[src/rtl/core/kct_pkg.sv]
// Shared types and constants for the keyed count table.
`default_nettype none

package kct_pkg;

    localparam int OP_W         = 2;
    localparam int KEY_IN_W     = 16;
    localparam int AMT_W        = 16;
    localparam int CNT_OUT_W    = 16;
    localparam int ST_W         = 2;

    localparam int ENTRIES_DEF    = 16;
    localparam int KEY_BITS_DEF   = 16;
    localparam int COUNT_BITS_DEF = 16;

    // depth of the queue between front and back
    localparam int QDEPTH = 2;

    typedef enum logic [OP_W-1:0] {
        OP_QUERY  = 2'd0,
        OP_ADD    = 2'd1,
        OP_REMOVE = 2'd2,
        OP_CLEAR  = 2'd3
    } t_op;

    typedef enum logic [ST_W-1:0] {
        ST_OK        = 2'd0,
        ST_REFUSED   = 2'd1,
        ST_FULL      = 2'd2,
        ST_SATURATED = 2'd3
    } t_status;

    typedef struct packed {
        t_op              op;
        logic             amt_zero;
        logic [AMT_W-1:0] amount;
    } t_cmd;

endpackage

`default_nettype wire

[src/rtl/core/kct_if.sv]
// Request and response channel interfaces of the keyed count table.
`default_nettype none

interface kct_req_if;
    import kct_pkg::*;

    logic                valid;
    logic                ready;
    logic [OP_W-1:0]     op;
    logic [KEY_IN_W-1:0] key;
    logic [AMT_W-1:0]    amount;

    modport source (output valid, output op, output key, output amount, input ready);
    modport sink   (input valid, input op, input key, input amount, output ready);
endinterface

interface kct_rsp_if;
    import kct_pkg::*;

    logic                 valid;
    logic                 ready;
    logic [CNT_OUT_W-1:0] count;
    logic                 present;
    logic [ST_W-1:0]      status;

    modport source (output valid, output count, output present, output status, input ready);
    modport sink   (input valid, input count, input present, input status, output ready);
endinterface

`default_nettype wire

[src/rtl/core/kct_front.sv]
// Front end: accepts requests, classifies them and queues them for the back end.
`default_nettype none

module kct_front #(
    parameter int KEY_BITS = kct_pkg::KEY_BITS_DEF
) (
    input  wire logic           i_clk,
    input  wire logic           i_rst_n,
    kct_req_if.sink             i_req,
    input  wire logic           i_init_busy,
    output logic                o_cmd_valid,
    output kct_pkg::t_cmd       o_cmd,
    output logic [KEY_BITS-1:0] o_key,
    input  wire logic           i_cmd_ready
);
    import kct_pkg::*;

    localparam int PTR_W  = (QDEPTH > 1) ? $clog2(QDEPTH) : 1;
    localparam int FILL_W = $clog2(QDEPTH + 1);

    t_cmd                r_cmd_q [QDEPTH];
    logic [KEY_BITS-1:0] r_key_q [QDEPTH];
    logic [PTR_W-1:0]    r_wr_ptr, n_wr_ptr;
    logic [PTR_W-1:0]    r_rd_ptr, n_rd_ptr;
    logic [FILL_W-1:0]   r_fill, n_fill;

    t_cmd                new_cmd;
    logic [KEY_BITS-1:0] new_key;
    logic                push, pop;

    assign i_req.ready = (r_fill != FILL_W'(QDEPTH)) && !i_init_busy;
    assign push        = i_req.valid && i_req.ready;
    assign o_cmd_valid = (r_fill != '0);
    assign pop         = o_cmd_valid && i_cmd_ready;
    assign o_cmd       = r_cmd_q[r_rd_ptr];
    assign o_key       = r_key_q[r_rd_ptr];

    always_comb begin
        new_cmd.op       = t_op'(i_req.op);
        new_cmd.amount   = i_req.amount;
        new_cmd.amt_zero = (i_req.amount == '0);
        new_key          = KEY_BITS'(i_req.key);

        n_wr_ptr = r_wr_ptr;
        n_rd_ptr = r_rd_ptr;
        n_fill   = r_fill;
        if (push) begin
            n_wr_ptr = (r_wr_ptr == PTR_W'(QDEPTH - 1)) ? '0 : r_wr_ptr + 1'b1;
        end
        if (pop) begin
            n_rd_ptr = (r_rd_ptr == PTR_W'(QDEPTH - 1)) ? '0 : r_rd_ptr + 1'b1;
        end
        if (push && !pop) begin
            n_fill = r_fill + 1'b1;
        end else if (pop && !push) begin
            n_fill = r_fill - 1'b1;
        end
    end

    always_ff @(posedge i_clk) begin
        if (push) begin
            r_cmd_q[r_wr_ptr] <= new_cmd;
            r_key_q[r_wr_ptr] <= new_key;
        end
        if (!i_rst_n) begin
            r_wr_ptr <= '0;
            r_rd_ptr <= '0;
            r_fill   <= '0;
        end else begin
            r_wr_ptr <= n_wr_ptr;
            r_rd_ptr <= n_rd_ptr;
            r_fill   <= n_fill;
        end
    end

endmodule

`default_nettype wire

[src/rtl/core/kct_back.sv]
// Back end: sequential key search over the table memory, update and result register.
`default_nettype none

module kct_back #(
    parameter int ENTRIES    = kct_pkg::ENTRIES_DEF,
    parameter int KEY_BITS   = kct_pkg::KEY_BITS_DEF,
    parameter int COUNT_BITS = kct_pkg::COUNT_BITS_DEF
) (
    input  wire logic                i_clk,
    input  wire logic                i_rst_n,
    input  wire logic                i_cmd_valid,
    input  wire kct_pkg::t_cmd       i_cmd,
    input  wire logic [KEY_BITS-1:0] i_key,
    output logic                     o_cmd_ready,
    output logic                     o_init_busy,
    kct_rsp_if.source                o_rsp
);
    import kct_pkg::*;

    localparam int IDX_W = $clog2(ENTRIES);
    localparam int SUM_W = ((COUNT_BITS > AMT_W) ? COUNT_BITS : AMT_W) + 1;

    typedef struct packed {
        logic                  valid;
        logic [KEY_BITS-1:0]   key;
        logic [COUNT_BITS-1:0] count;
    } t_entry;

    typedef enum logic [2:0] {
        S_INIT,
        S_IDLE,
        S_SCAN,
        S_LAST,
        S_CLR,
        S_EXEC
    } t_state;

    localparam logic [SUM_W-1:0] CMAX = SUM_W'({COUNT_BITS{1'b1}});
    localparam logic [IDX_W-1:0] LAST = IDX_W'(ENTRIES - 1);

    t_entry r_mem [ENTRIES];
    t_entry r_rd_data;
    logic   r_rd_vld;
    logic [IDX_W-1:0] r_rd_idx;

    t_state                r_state, n_state;
    logic [IDX_W-1:0]      r_idx, n_idx;
    t_cmd                  r_cmd, n_cmd;
    logic [KEY_BITS-1:0]   r_key, n_key;
    logic                  r_hit, n_hit;
    logic [IDX_W-1:0]      r_hit_idx, n_hit_idx;
    logic [COUNT_BITS-1:0] r_hit_cnt, n_hit_cnt;
    logic                  r_has_free, n_has_free;
    logic [IDX_W-1:0]      r_free_idx, n_free_idx;
    logic                  r_out_valid, n_out_valid;
    logic [CNT_OUT_W-1:0]  r_out_count, n_out_count;
    logic                  r_out_present, n_out_present;
    t_status               r_out_status, n_out_status;

    logic             rd_en;
    logic             mem_we;
    logic [IDX_W-1:0] mem_wa;
    t_entry           mem_wd;

    logic [SUM_W-1:0] amt_w, cnt_w, sum_w, res_w;
    t_status          res_st;

    assign rd_en         = (r_state == S_SCAN);
    assign o_cmd_ready   = (r_state == S_IDLE);
    assign o_init_busy   = (r_state == S_INIT);
    assign o_rsp.valid   = r_out_valid;
    assign o_rsp.count   = r_out_count;
    assign o_rsp.present = r_out_present;
    assign o_rsp.status  = r_out_status;

    assign amt_w = SUM_W'(r_cmd.amount);
    assign cnt_w = SUM_W'(r_hit_cnt);
    assign sum_w = cnt_w + amt_w;

    always_comb begin
        n_state       = r_state;
        n_idx         = r_idx;
        n_cmd         = r_cmd;
        n_key         = r_key;
        n_hit         = r_hit;
        n_hit_idx     = r_hit_idx;
        n_hit_cnt     = r_hit_cnt;
        n_has_free    = r_has_free;
        n_free_idx    = r_free_idx;
        n_out_valid   = r_out_valid;
        n_out_count   = r_out_count;
        n_out_present = r_out_present;
        n_out_status  = r_out_status;
        mem_we        = 1'b0;
        mem_wa        = r_idx;
        mem_wd        = '0;
        res_w         = '0;
        res_st        = ST_OK;

        if (o_rsp.ready) begin
            n_out_valid = 1'b0;
        end

        // returning search data
        if (r_rd_vld) begin
            if (r_rd_data.valid && (r_rd_data.key == r_key)) begin
                n_hit     = 1'b1;
                n_hit_idx = r_rd_idx;
                n_hit_cnt = r_rd_data.count;
            end
            if (!r_rd_data.valid && !r_has_free) begin
                n_has_free = 1'b1;
                n_free_idx = r_rd_idx;
            end
        end

        case (r_state)
            S_INIT: begin
                mem_we = 1'b1;
                n_idx  = r_idx + 1'b1;
                if (r_idx == LAST) begin
                    n_idx   = '0;
                    n_state = S_IDLE;
                end
            end
            S_IDLE: begin
                if (i_cmd_valid) begin
                    n_cmd      = i_cmd;
                    n_key      = i_key;
                    n_idx      = '0;
                    n_hit      = 1'b0;
                    n_has_free = 1'b0;
                    n_state    = (i_cmd.op == OP_CLEAR) ? S_CLR : S_SCAN;
                end
            end
            S_SCAN: begin
                n_idx = r_idx + 1'b1;
                if (r_idx == LAST) begin
                    n_idx   = '0;
                    n_state = S_LAST;
                end
            end
            S_LAST: begin
                n_state = S_EXEC;
            end
            S_CLR: begin
                mem_we = 1'b1;
                n_idx  = r_idx + 1'b1;
                if (r_idx == LAST) begin
                    n_idx   = '0;
                    n_state = S_EXEC;
                end
            end
            S_EXEC: begin
                if (!r_out_valid || o_rsp.ready) begin
                    case (r_cmd.op)
                        OP_QUERY: begin
                            res_w = r_hit ? cnt_w : '0;
                        end
                        OP_ADD: begin
                            if (r_hit) begin
                                res_w = sum_w;
                                if (sum_w > CMAX) begin
                                    res_w  = CMAX;
                                    res_st = ST_SATURATED;
                                end
                                mem_we = 1'b1;
                                mem_wa = r_hit_idx;
                            end else if (!r_cmd.amt_zero) begin
                                if (r_has_free) begin
                                    res_w = amt_w;
                                    if (amt_w > CMAX) begin
                                        res_w  = CMAX;
                                        res_st = ST_SATURATED;
                                    end
                                    mem_we = 1'b1;
                                    mem_wa = r_free_idx;
                                end else begin
                                    res_st = ST_FULL;
                                end
                            end
                        end
                        OP_REMOVE: begin
                            if (r_hit) begin
                                if (cnt_w >= amt_w) begin
                                    res_w  = cnt_w - amt_w;
                                    mem_we = 1'b1;
                                    mem_wa = r_hit_idx;
                                end else begin
                                    res_w  = cnt_w;
                                    res_st = ST_REFUSED;
                                end
                            end else begin
                                res_st = ST_REFUSED;
                            end
                        end
                        default: begin
                            res_w = '0;
                        end
                    endcase
                    mem_wd.valid  = (res_w != '0);
                    mem_wd.key    = r_key;
                    mem_wd.count  = res_w[COUNT_BITS-1:0];
                    n_out_valid   = 1'b1;
                    n_out_count   = res_w[CNT_OUT_W-1:0];
                    n_out_present = (res_w != '0);
                    n_out_status  = res_st;
                    n_state       = S_IDLE;
                end
            end
            default: begin
                n_state = S_IDLE;
            end
        endcase
    end

    always_ff @(posedge i_clk) begin
        if (mem_we) begin
            r_mem[mem_wa] <= mem_wd;
        end
        if (rd_en) begin
            r_rd_data <= r_mem[r_idx];
        end
    end

    always_ff @(posedge i_clk) begin
        r_rd_idx      <= r_idx;
        r_cmd         <= n_cmd;
        r_key         <= n_key;
        r_hit_idx     <= n_hit_idx;
        r_hit_cnt     <= n_hit_cnt;
        r_free_idx    <= n_free_idx;
        r_out_count   <= n_out_count;
        r_out_present <= n_out_present;
        r_out_status  <= n_out_status;
        if (!i_rst_n) begin
            r_state     <= S_INIT;
            r_idx       <= '0;
            r_rd_vld    <= 1'b0;
            r_hit       <= 1'b0;
            r_has_free  <= 1'b0;
            r_out_valid <= 1'b0;
        end else begin
            r_state     <= n_state;
            r_idx       <= n_idx;
            r_rd_vld    <= rd_en;
            r_hit       <= n_hit;
            r_has_free  <= n_has_free;
            r_out_valid <= n_out_valid;
        end
    end

endmodule

`default_nettype wire

[src/rtl/core/keyed_count_table_unit.sv]
// Keyed count table top level: request queue front end and table search back end.
// A queued request is taken by the back end, which scans the table one entry a cycle (a clear
// writes each entry in turn instead), then updates the entry and registers the response; a
// response left waiting holds the back end in its last step, with one request worked at a time.
// The front queue holds two requests, so the request side keeps accepting while one is worked.
// Reset: synchronous, active low; a sweep over all ENTRIES entries then empties the table, with
// request ready held low until it ends.
`default_nettype none

module keyed_count_table_unit #(
    parameter int ENTRIES    = kct_pkg::ENTRIES_DEF,
    parameter int KEY_BITS   = kct_pkg::KEY_BITS_DEF,
    parameter int COUNT_BITS = kct_pkg::COUNT_BITS_DEF
) (
    input  wire logic i_clk,
    input  wire logic i_rst_n,
    kct_req_if.sink   i_req,
    kct_rsp_if.source o_rsp
);
    import kct_pkg::*;

    logic                cmd_valid;
    logic                cmd_ready;
    t_cmd                cmd;
    logic [KEY_BITS-1:0] cmd_key;
    logic                init_busy;

    kct_front #(
        .KEY_BITS (KEY_BITS)
    ) u_front (
        .i_clk       (i_clk),
        .i_rst_n     (i_rst_n),
        .i_req       (i_req),
        .i_init_busy (init_busy),
        .o_cmd_valid (cmd_valid),
        .o_cmd       (cmd),
        .o_key       (cmd_key),
        .i_cmd_ready (cmd_ready)
    );

    kct_back #(
        .ENTRIES    (ENTRIES),
        .KEY_BITS   (KEY_BITS),
        .COUNT_BITS (COUNT_BITS)
    ) u_back (
        .i_clk       (i_clk),
        .i_rst_n     (i_rst_n),
        .i_cmd_valid (cmd_valid),
        .i_cmd       (cmd),
        .i_key       (cmd_key),
        .o_cmd_ready (cmd_ready),
        .o_init_busy (init_busy),
        .o_rsp       (o_rsp)
    );

endmodule

`default_nettype wire

[src/flat_wrapper.sv]
// flat-port wrapper written by rule: the top's interface ports become plain ports
module keyed_count_table_unit_flat import kct_pkg::*;
#(
    parameter int ENTRIES    = kct_pkg::ENTRIES_DEF,
    parameter int KEY_BITS   = kct_pkg::KEY_BITS_DEF,
    parameter int COUNT_BITS = kct_pkg::COUNT_BITS_DEF
)
  (i_clk, i_rst_n, i_req_valid, i_req_op, i_req_key, i_req_amount, i_req_ready, o_rsp_valid, o_rsp_count, o_rsp_present, o_rsp_status, o_rsp_ready);
  kct_req_if i_req_i ();
  kct_rsp_if o_rsp_i ();
  input  wire logic i_clk;
  input  wire logic i_rst_n;
  input wire logic [$bits(i_req_i.valid)-1:0] i_req_valid;
  input wire logic [$bits(i_req_i.op)-1:0] i_req_op;
  input wire logic [$bits(i_req_i.key)-1:0] i_req_key;
  input wire logic [$bits(i_req_i.amount)-1:0] i_req_amount;
  output wire logic [$bits(i_req_i.ready)-1:0] i_req_ready;
  output wire logic [$bits(o_rsp_i.valid)-1:0] o_rsp_valid;
  output wire logic [$bits(o_rsp_i.count)-1:0] o_rsp_count;
  output wire logic [$bits(o_rsp_i.present)-1:0] o_rsp_present;
  output wire logic [$bits(o_rsp_i.status)-1:0] o_rsp_status;
  input wire logic [$bits(o_rsp_i.ready)-1:0] o_rsp_ready;
  assign i_req_i.valid = i_req_valid;
  assign i_req_i.op = i_req_op;
  assign i_req_i.key = i_req_key;
  assign i_req_i.amount = i_req_amount;
  assign i_req_ready = i_req_i.ready;
  assign o_rsp_valid = o_rsp_i.valid;
  assign o_rsp_count = o_rsp_i.count;
  assign o_rsp_present = o_rsp_i.present;
  assign o_rsp_status = o_rsp_i.status;
  assign o_rsp_i.ready = o_rsp_ready;
  keyed_count_table_unit #(.ENTRIES(ENTRIES), .KEY_BITS(KEY_BITS), .COUNT_BITS(COUNT_BITS)) u_core (.i_clk(i_clk), .i_rst_n(i_rst_n), .i_req(i_req_i), .o_rsp(o_rsp_i));
endmodule
[config.mk]
export PLATFORM = sky130hd
export DESIGN_NAME = keyed_count_table_unit_flat
export DESIGN_NICKNAME = d
export VERILOG_FILES = /design/src/rtl/core/kct_pkg.sv /design/src/rtl/core/kct_if.sv /design/src/rtl/core/kct_front.sv /design/src/rtl/core/kct_back.sv /design/src/rtl/core/keyed_count_table_unit.sv /design/src/flat_wrapper.sv
export SDC_FILE = /design/constraint.sdc
export NUM_CORES = 1
export LEC_CHECK = 0
export BUFFER_PORTS_ARGS = -buffer_cell sky130_fd_sc_hd__buf_2
export CAP_MARGIN = 20
export CORE_MARGIN = 2
export CORE_UTILIZATION = 25
export DETAILED_ROUTE_END_ITERATION = 10
export PLACE_DENSITY = 0.36
export REMOVE_ABC_BUFFERS = 1
export SLEW_MARGIN = 25
export SYNTH_ARGS = -nofsm -noshare
export SYNTH_HDL_FRONTEND = slang
export SYNTH_SLANG_ARGS = --single-unit
[constraint.sdc]
create_clock -name i_clk -period 5.9 [get_ports i_clk]
set_clock_uncertainty 0.2 [all_clocks]
set_input_delay 1.18 -clock i_clk [delete_from_list [all_inputs] [get_ports i_clk]]
set_output_delay 1.18 -clock i_clk [all_outputs]
set_load 0.02 [all_outputs]
Word level (Yosys, flattened, before mapping):

Memories as Yosys holds them, arrays and structs flattened. A register that Yosys moved wholly into a read port is not among the register bits.
Index checks and enable logic that the tools add are counted.

* RAM bits: 598
* register bits after elaboration: 81
* memories kept: 3
* input port bits: 38

Memory list
* u_core.u_back.r_mem: words 16, width 33, rd ports 1, clocked after Yosys merged registers in 1, wr ports 1, line kct_back.sv:41 `t_entry r_mem [ENTRIES];`
* u_core.u_front.r_cmd_q: words 2, width 19, rd ports 1, clocked after Yosys merged registers in 1, wr ports 1, line kct_front.sv:21 `t_cmd r_cmd_q [QDEPTH];`
* u_core.u_front.r_key_q: words 2, width 16, rd ports 1, clocked after Yosys merged registers in 1, wr ports 1, line kct_front.sv:22 `logic [KEY_BITS-1:0] r_key_q [QDEPTH];`

* multiplexer cells: 68
* equality and inequality tests: 16
* $add $sub $neg: 7
* reduce and logical (&&, ||, !) cells: 29
* magnitude comparators: 3

Operators with widths (number)
* two-way mux 17 bit: 6
* two-way mux 33 bit: 2
* two-way mux 16 bit: 4
* one-hot mux 17 bit (3 select lines): 1
* two-way mux 4 bit: 9
* two-way mux 1 bit: 26
* two-way mux 3 bit: 6
* one-hot mux 3 bit (6 select lines): 1
* adder 16 x 16 -> 17 bit: 1
* greater-than comparator 17 x 16 -> 1 bit, second input constant: 1
* nonzero test 17 bit: 1
* subtractor 16 x 16 -> 17 bit: 1
* == test 16 bit: 1
* >= comparator 16 bit: 1
* greater-than comparator 16 bit, second input constant: 1
* zero test 16 bit: 1
* two-way mux 2 bit: 8
* one-hot mux 4 bit (2 select lines): 2
* != test 2 bit, second input constant: 5
* AND reduction 2 bit: 5
* logical AND 1 bit: 7
* == test 3 x 2 -> 1 bit, second input constant: 2
* == test 3 bit, second input constant: 2
* zero test 1 bit: 6
* other kinds (18): 23

Longest topological paths before layout:

* depth after elaboration: 11
* mapped depth: 13
* depth with buffers taken out: 12

Modules after synthesis:

A second synthesis with hierarchy kept.

* cell total of the unflattened synthesis: 1521
* area total of the unflattened synthesis: 29525.8 µm²

Modules (own cells, without submodules)
* kct_back: area an instance 26725.6 µm², sequential area each 19488.7 µm², cells each 1382, times used 1
* kct_front: area an instance 2800.2 µm², sequential area each 2202.1 µm², cells each 139, times used 1

Worst setup path before layout:

OpenSTA, ideal clock, no wires.

* kind: register to register
* from: reg u_core.u_back.r_hit_cnt[9]
* to: mem u_core.u_back.r_mem[13][0] in the netlist's numbering, enable pin
* period minus slack after synthesis: 4.330 ns
* arrival: 3.707 ns
* cell stages (with the launch flop): 11
* required time: 5.277 ns
* path buffers: 0
* slack: 1.570 ns
* cells stage by stage: edfxtp_1 ha_1 and3_1 nor3b_4 a21oi_2 a31oi_2 a22oi_1 a2bb2oi_1 nor2b_1 nand2_1 nor2_1

* longest elaborated chain between the ends: 8
* elaborated cells between the ends (all ways): 13
* classes of those cells: order compare: 1; mux: 12

Ends and longest elaborated chain
* start, declared: line kct_back.sv:52 `logic [COUNT_BITS-1:0] r_hit_cnt, n_hit_cnt;`
* start signal, assigned: line kct_back.sv:231 `r_hit_cnt <= n_hit_cnt;`
* >= comparator 16 bit *: line kct_back.sv:185 `if (cnt_w >= amt_w) begin`
* two-way mux 1 bit: line kct_back.sv:185
* two-way mux 1 bit: line kct_back.sv:184 `if (r_hit) begin`
* one-hot mux 1 bit (2 select lines): line kct_back.sv:156 `case (r_cmd.op)`
* two-way mux 1 bit: line kct_back.sv:155 `if (!r_out_valid || o_rsp.ready) begin`
* one-hot mux 1 bit (2 select lines): line kct_back.sv:117 `case (r_state)`
* two-way mux 1 bit: line kct_back.sv:218 `if (mem_we) begin`
* two-way mux 1 bit (not written as such): line kct_back.sv:219 `r_mem[mem_wa] <= mem_wd;`
* end, declared: line kct_back.sv:41

Every way passes the cells marked *; elsewhere a longest branch is shown, timed or not.

Final worst setup path:

* from: reg u_core.u_back.r_cmd, in the netlist u_core.u_back.amt_w[10]
* to: mem u_core.u_back.r_mem[0][16] in the netlist's numbering, enable pin

* longest elaborated chain between the ends: 8
* elaborated cells between the ends (all ways): 13
* classes of those cells: order compare: 1; mux: 12

Ends and longest elaborated chain
* start, declared: line kct_back.sv:48 `t_cmd r_cmd, n_cmd;`
* start signal, assigned: line kct_back.sv:228 `r_cmd <= n_cmd;`
* >= comparator 16 bit *: line kct_back.sv:185
* two-way mux 1 bit: line kct_back.sv:185
* two-way mux 1 bit: line kct_back.sv:184
* one-hot mux 1 bit (2 select lines): line kct_back.sv:156
* two-way mux 1 bit: line kct_back.sv:155
* one-hot mux 1 bit (2 select lines): line kct_back.sv:117
* two-way mux 1 bit: line kct_back.sv:218
* two-way mux 1 bit (not written as such): line kct_back.sv:219

Marked as above.

==> metrics.md <==
| Metric | Value |
|---|---|
| Number of max-slew violations in the final report | `0` |
| Seq pwr share | `50.3%` |
| Setup CP Type | `reg2reg` |
| DR pass1 iterations | `5` |
| Utilization after layout | `29.8%` |
| Synth Cell Area | `29600 µm²` |
| Worst path max stage delay | `640 ps` |
| CP required | `6030 ps` |
| DRC Markers | `0` |
| Detail Placement HPWL | `50500 µm` |
| Ys flop type | `edfxtp_1` |
| Placed instance area | `32200 µm²` |
| Routed WL | `83900 µm` |
| CTS tree | `yes` |
| Die Ht | `348 µm` |
| Number of global-route vias before repair | `16200` |
| Combinational share of power | `3.4%` |
| YS warnings | `0` |
| Synth Register Bits | `729` |
| Hold_buf cts | `0` |
| Relative slew slack | `36.4%` |
| Worst vdd ir | `0.245 mV` |
| Synth cell types | `71` |
| Startpoint Class | `flop` |
| Min Clock Period, post-route | `4520 ps` |
| FF/Latch Area | `21700 µm²` |
| Hold Vio Cnt, Final | `0` |
| RSZ-0062 raised after global routing | `false` |
| Post-layout nets | `1769` |
| Most common cell after layout, fill and taps aside | `edfxtp_1` |
| Total track usage | `13.9%` |
| Layout cell share with drive strength beyond 1 | `28.1%` |
| Clk pwr share | `46.3%` |
| Setup TNS Final | `0 ps` |
| Run status | `finished clean` |
| PwrDens | `326 nW/µm²` |
| Reg clk slew, reported paths | `70 ps` |
| DR WL/cell | `25.4 µm` |
| Port Buffer Count | `58` |
| Sw power | `0.00244 W` |
| Critical Path AT | `4660 ps` |
| Detail Route Antenna Nets | `0` |
| Fin cells | `3299` |
| Die ar. | `121000 µm²` |
| CTS Root Buffer Type | `clkbuf_16` |
| Placer Congestion | `0.841` |
| Final instance area | `35100 µm²` |
| P&R area growth vs syn | `18.5%` |
| Clk_lat worst skew | `650 ps` |
| Pin count of the biggest net entering global routing | `102` |
| Internal power | `0.00898 W` |
| Clock sink count | `729` |
| Cells after Synth | `1547` |
| Most frequent cells in the layout | `edfxtp_1, mux4_2, clkbuf_16` |
| Worst Hold Class | `reg2reg` |
| Post-CTS sizing | `0` |
| Leak | `10.8 nW` |
| Clock Path Buffers | `3` |
| Post-CTS Setup Bufs | `0` |
| Post-synth EDFFs | `709` |
| Antenna violations before repair | `1` |
| CP max FO | `14` |
| Crit-path cells | `inv_1 > ha_1 > and3_1 > nor3b_4 > o211ai_2 > a31o_2 > a21o_1 > a2bb2oi_1 > nor2b_1 > nand2_1 > nor2_4 > buf_4` |
| Sw Ratio | `21.3%` |
| Crit share post-route | `76.7%` |
| Achievable Freq | `0.221 GHz` |
| CP max-delay cell | `nor2_4` |
| 1st-iter DRT viols | `1101` |
| Max cap viols | `0` |
| First-pass GRT wire length | `121000 µm` |
| DIE WIDTH | `348 µm` |
| Overflow left after global routing | `0` |
| Vias/cell | `4.54` |
| Ports | `59` |
| Fill cells | `11500` |
| Setup violations, final | `0` |
| Clock H-tree levels | `3` |
| Core area | `118000 µm²` |
| Mean post-synth cell area | `19.1 µm²` |
| Vias | `15000` |
| Actual slew at the worst max-slew pin | `929 ps` |
| Row cnt | `126` |
| Crit. End Element | `flop` |
| Placed insts | `3137` |
| Initial Util | `25.1%` |
| Async S/R FF share, synth | `0%` |
| CTS Buf Count | `88` |
| Seq/Total Area, Yosys | `73.3%` |
| Multi-input gate area | `7590 µm²` |
| Hold Slack | `228 ps` |
registers in the layout, summed over array words and instances, names as in the netlist, 16 cells and up, named ones only:
register                   count
u_core.u_back.r_hit_cnt       16
u_core.u_back.r_key           16
u_core.u_back.amt_w           16
u_core.u_front.r_cmd_q        38
u_core.u_back.r_rd_data       33
u_core.u_front.r_key_q        32
u_core.u_back.r_mem          528
u_core.u_back.o_rsp.count     16
power by group through the flow:
stage               Clock, W  Combinational, W  Sequential [W]
global route         0.00567          0.000427         0.00575
global placement           0          0.000409         0.00585
detailed placement         0          0.000407         0.00585
floorplan                  0          0.000235         0.00588
finish               0.00528          0.000394         0.00574
CTS                  0.00548          0.000410         0.00574
worst max-delay path, delay by kind of cell (launching register included):
kind                       cells  cell delay (ps)
buffers and inverters          2              430
DFF                            1              430
adders and majority gates      1              510
and+or+nand+nor                5             1730
AOI/OAI and AO/OA              4              910
cell families (layout without fill, tap and decap cells):
logic type               count (synthesis)  after routing  share of synthesized area [%]
other                                    0              1                              0
AND/OR/NAND/NOR                        241            241                           4.11
buffers and inverters                  115            330                           1.57
AO/OA/AOI/OAI                          185            185                           4.29
multiplexers                           207            207                           14.1
flip-flops                             729            729                           73.3
adder cells (fa/ha/maj)                 40             40                           1.74
XOR/XNOR                                30             30                          0.888
path summary, 6_finish.rpt:
kind / start / endpoint / slack [ps] / depth (start not counted)
max: u_core.u_back.amt_w[10] / u_core.u_back.r_mem[0][16] / 1380 / 12
max reg2reg: u_core.u_back.amt_w[10] / u_core.u_back.r_mem[0][16] / 1380 / 12
min reg2reg: u_core.u_back.r_rd_data[15] / u_core.u_back.r_hit_cnt[15] / 230 / 0
min: u_core.u_back.r_rd_data[15] / u_core.u_back.r_hit_cnt[15] / 230 / 0
Yosys cell counts (5+ instances only):
cell | number | area share [%]
mux2i_1 | 7 | 0.24
o31ai_1 | 5 | 0.13
nand4_1 | 6 | 0.13
ha_1 | 38 | 1.6
inv_1 | 43 | 0.55
xnor2_1 | 26 | 0.77
buf_2 | 8 | 0.14
clkbuf_1 | 44 | 0.56
a21oi_1 | 49 | 0.83
a21o_1 | 6 | 0.15
nor3b_1 | 7 | 0.18
buf_1 | 13 | 0.16
mux2_2 | 35 | 1.3
o21ai_0 | 36 | 0.61
buf_4 | 6 | 0.15
edfxtp_1 | 709 | 72
a31oi_1 | 5 | 0.11
a211oi_1 | 9 | 0.23
nand2b_1 | 10 | 0.21
and3_1 | 7 | 0.15
nand3_1 | 13 | 0.22
o211ai_1 | 11 | 0.28
nor2b_1 | 11 | 0.23
nor4_1 | 10 | 0.21
and2_1 | 30 | 0.63
o21a_1 | 7 | 0.18
nor3_1 | 12 | 0.20
mux4_2 | 165 | 13
a22oi_1 | 5 | 0.13
dfxtp_1 | 20 | 1.4
nand2_1 | 45 | 0.57
nor2_1 | 75 | 0.95
layout make-up:
type / count / share of cell area (%)
Multi-Input combinational cell: 703 / 21.6
Tap cell: 1536 / 5.48
Inverter: 44 / 0.471
Timing Repair Buffer: 125 / 2.44
Clock buffer: 114 / 6.88
Sequential cell: 729 / 61.9
Antenna cell: 1 / 0.00714
Clock inverter: 47 / 1.17
metal layers:
layer / track usage, % / part of all wire, %
met1: 18.7 / 45
met2: 23.1 / 48
met3: 2.32 / 3.3
met4: 4.13 / 2.8
met5: 0 / 0
metrics by stage:
step | worst slack, ps | total power (W)
2_1_floorplan | -2440 | 0.00611
3_3_place_gp | 1320 | 0.00626
3_5_place_dp | 1300 | 0.00626
4_1_cts | 1340 | 0.0116
5_1_grt | 1190 | 0.0118
6_report | 1380 | 0.0114
No activity file was read; power rests on OpenSTA's default activity.
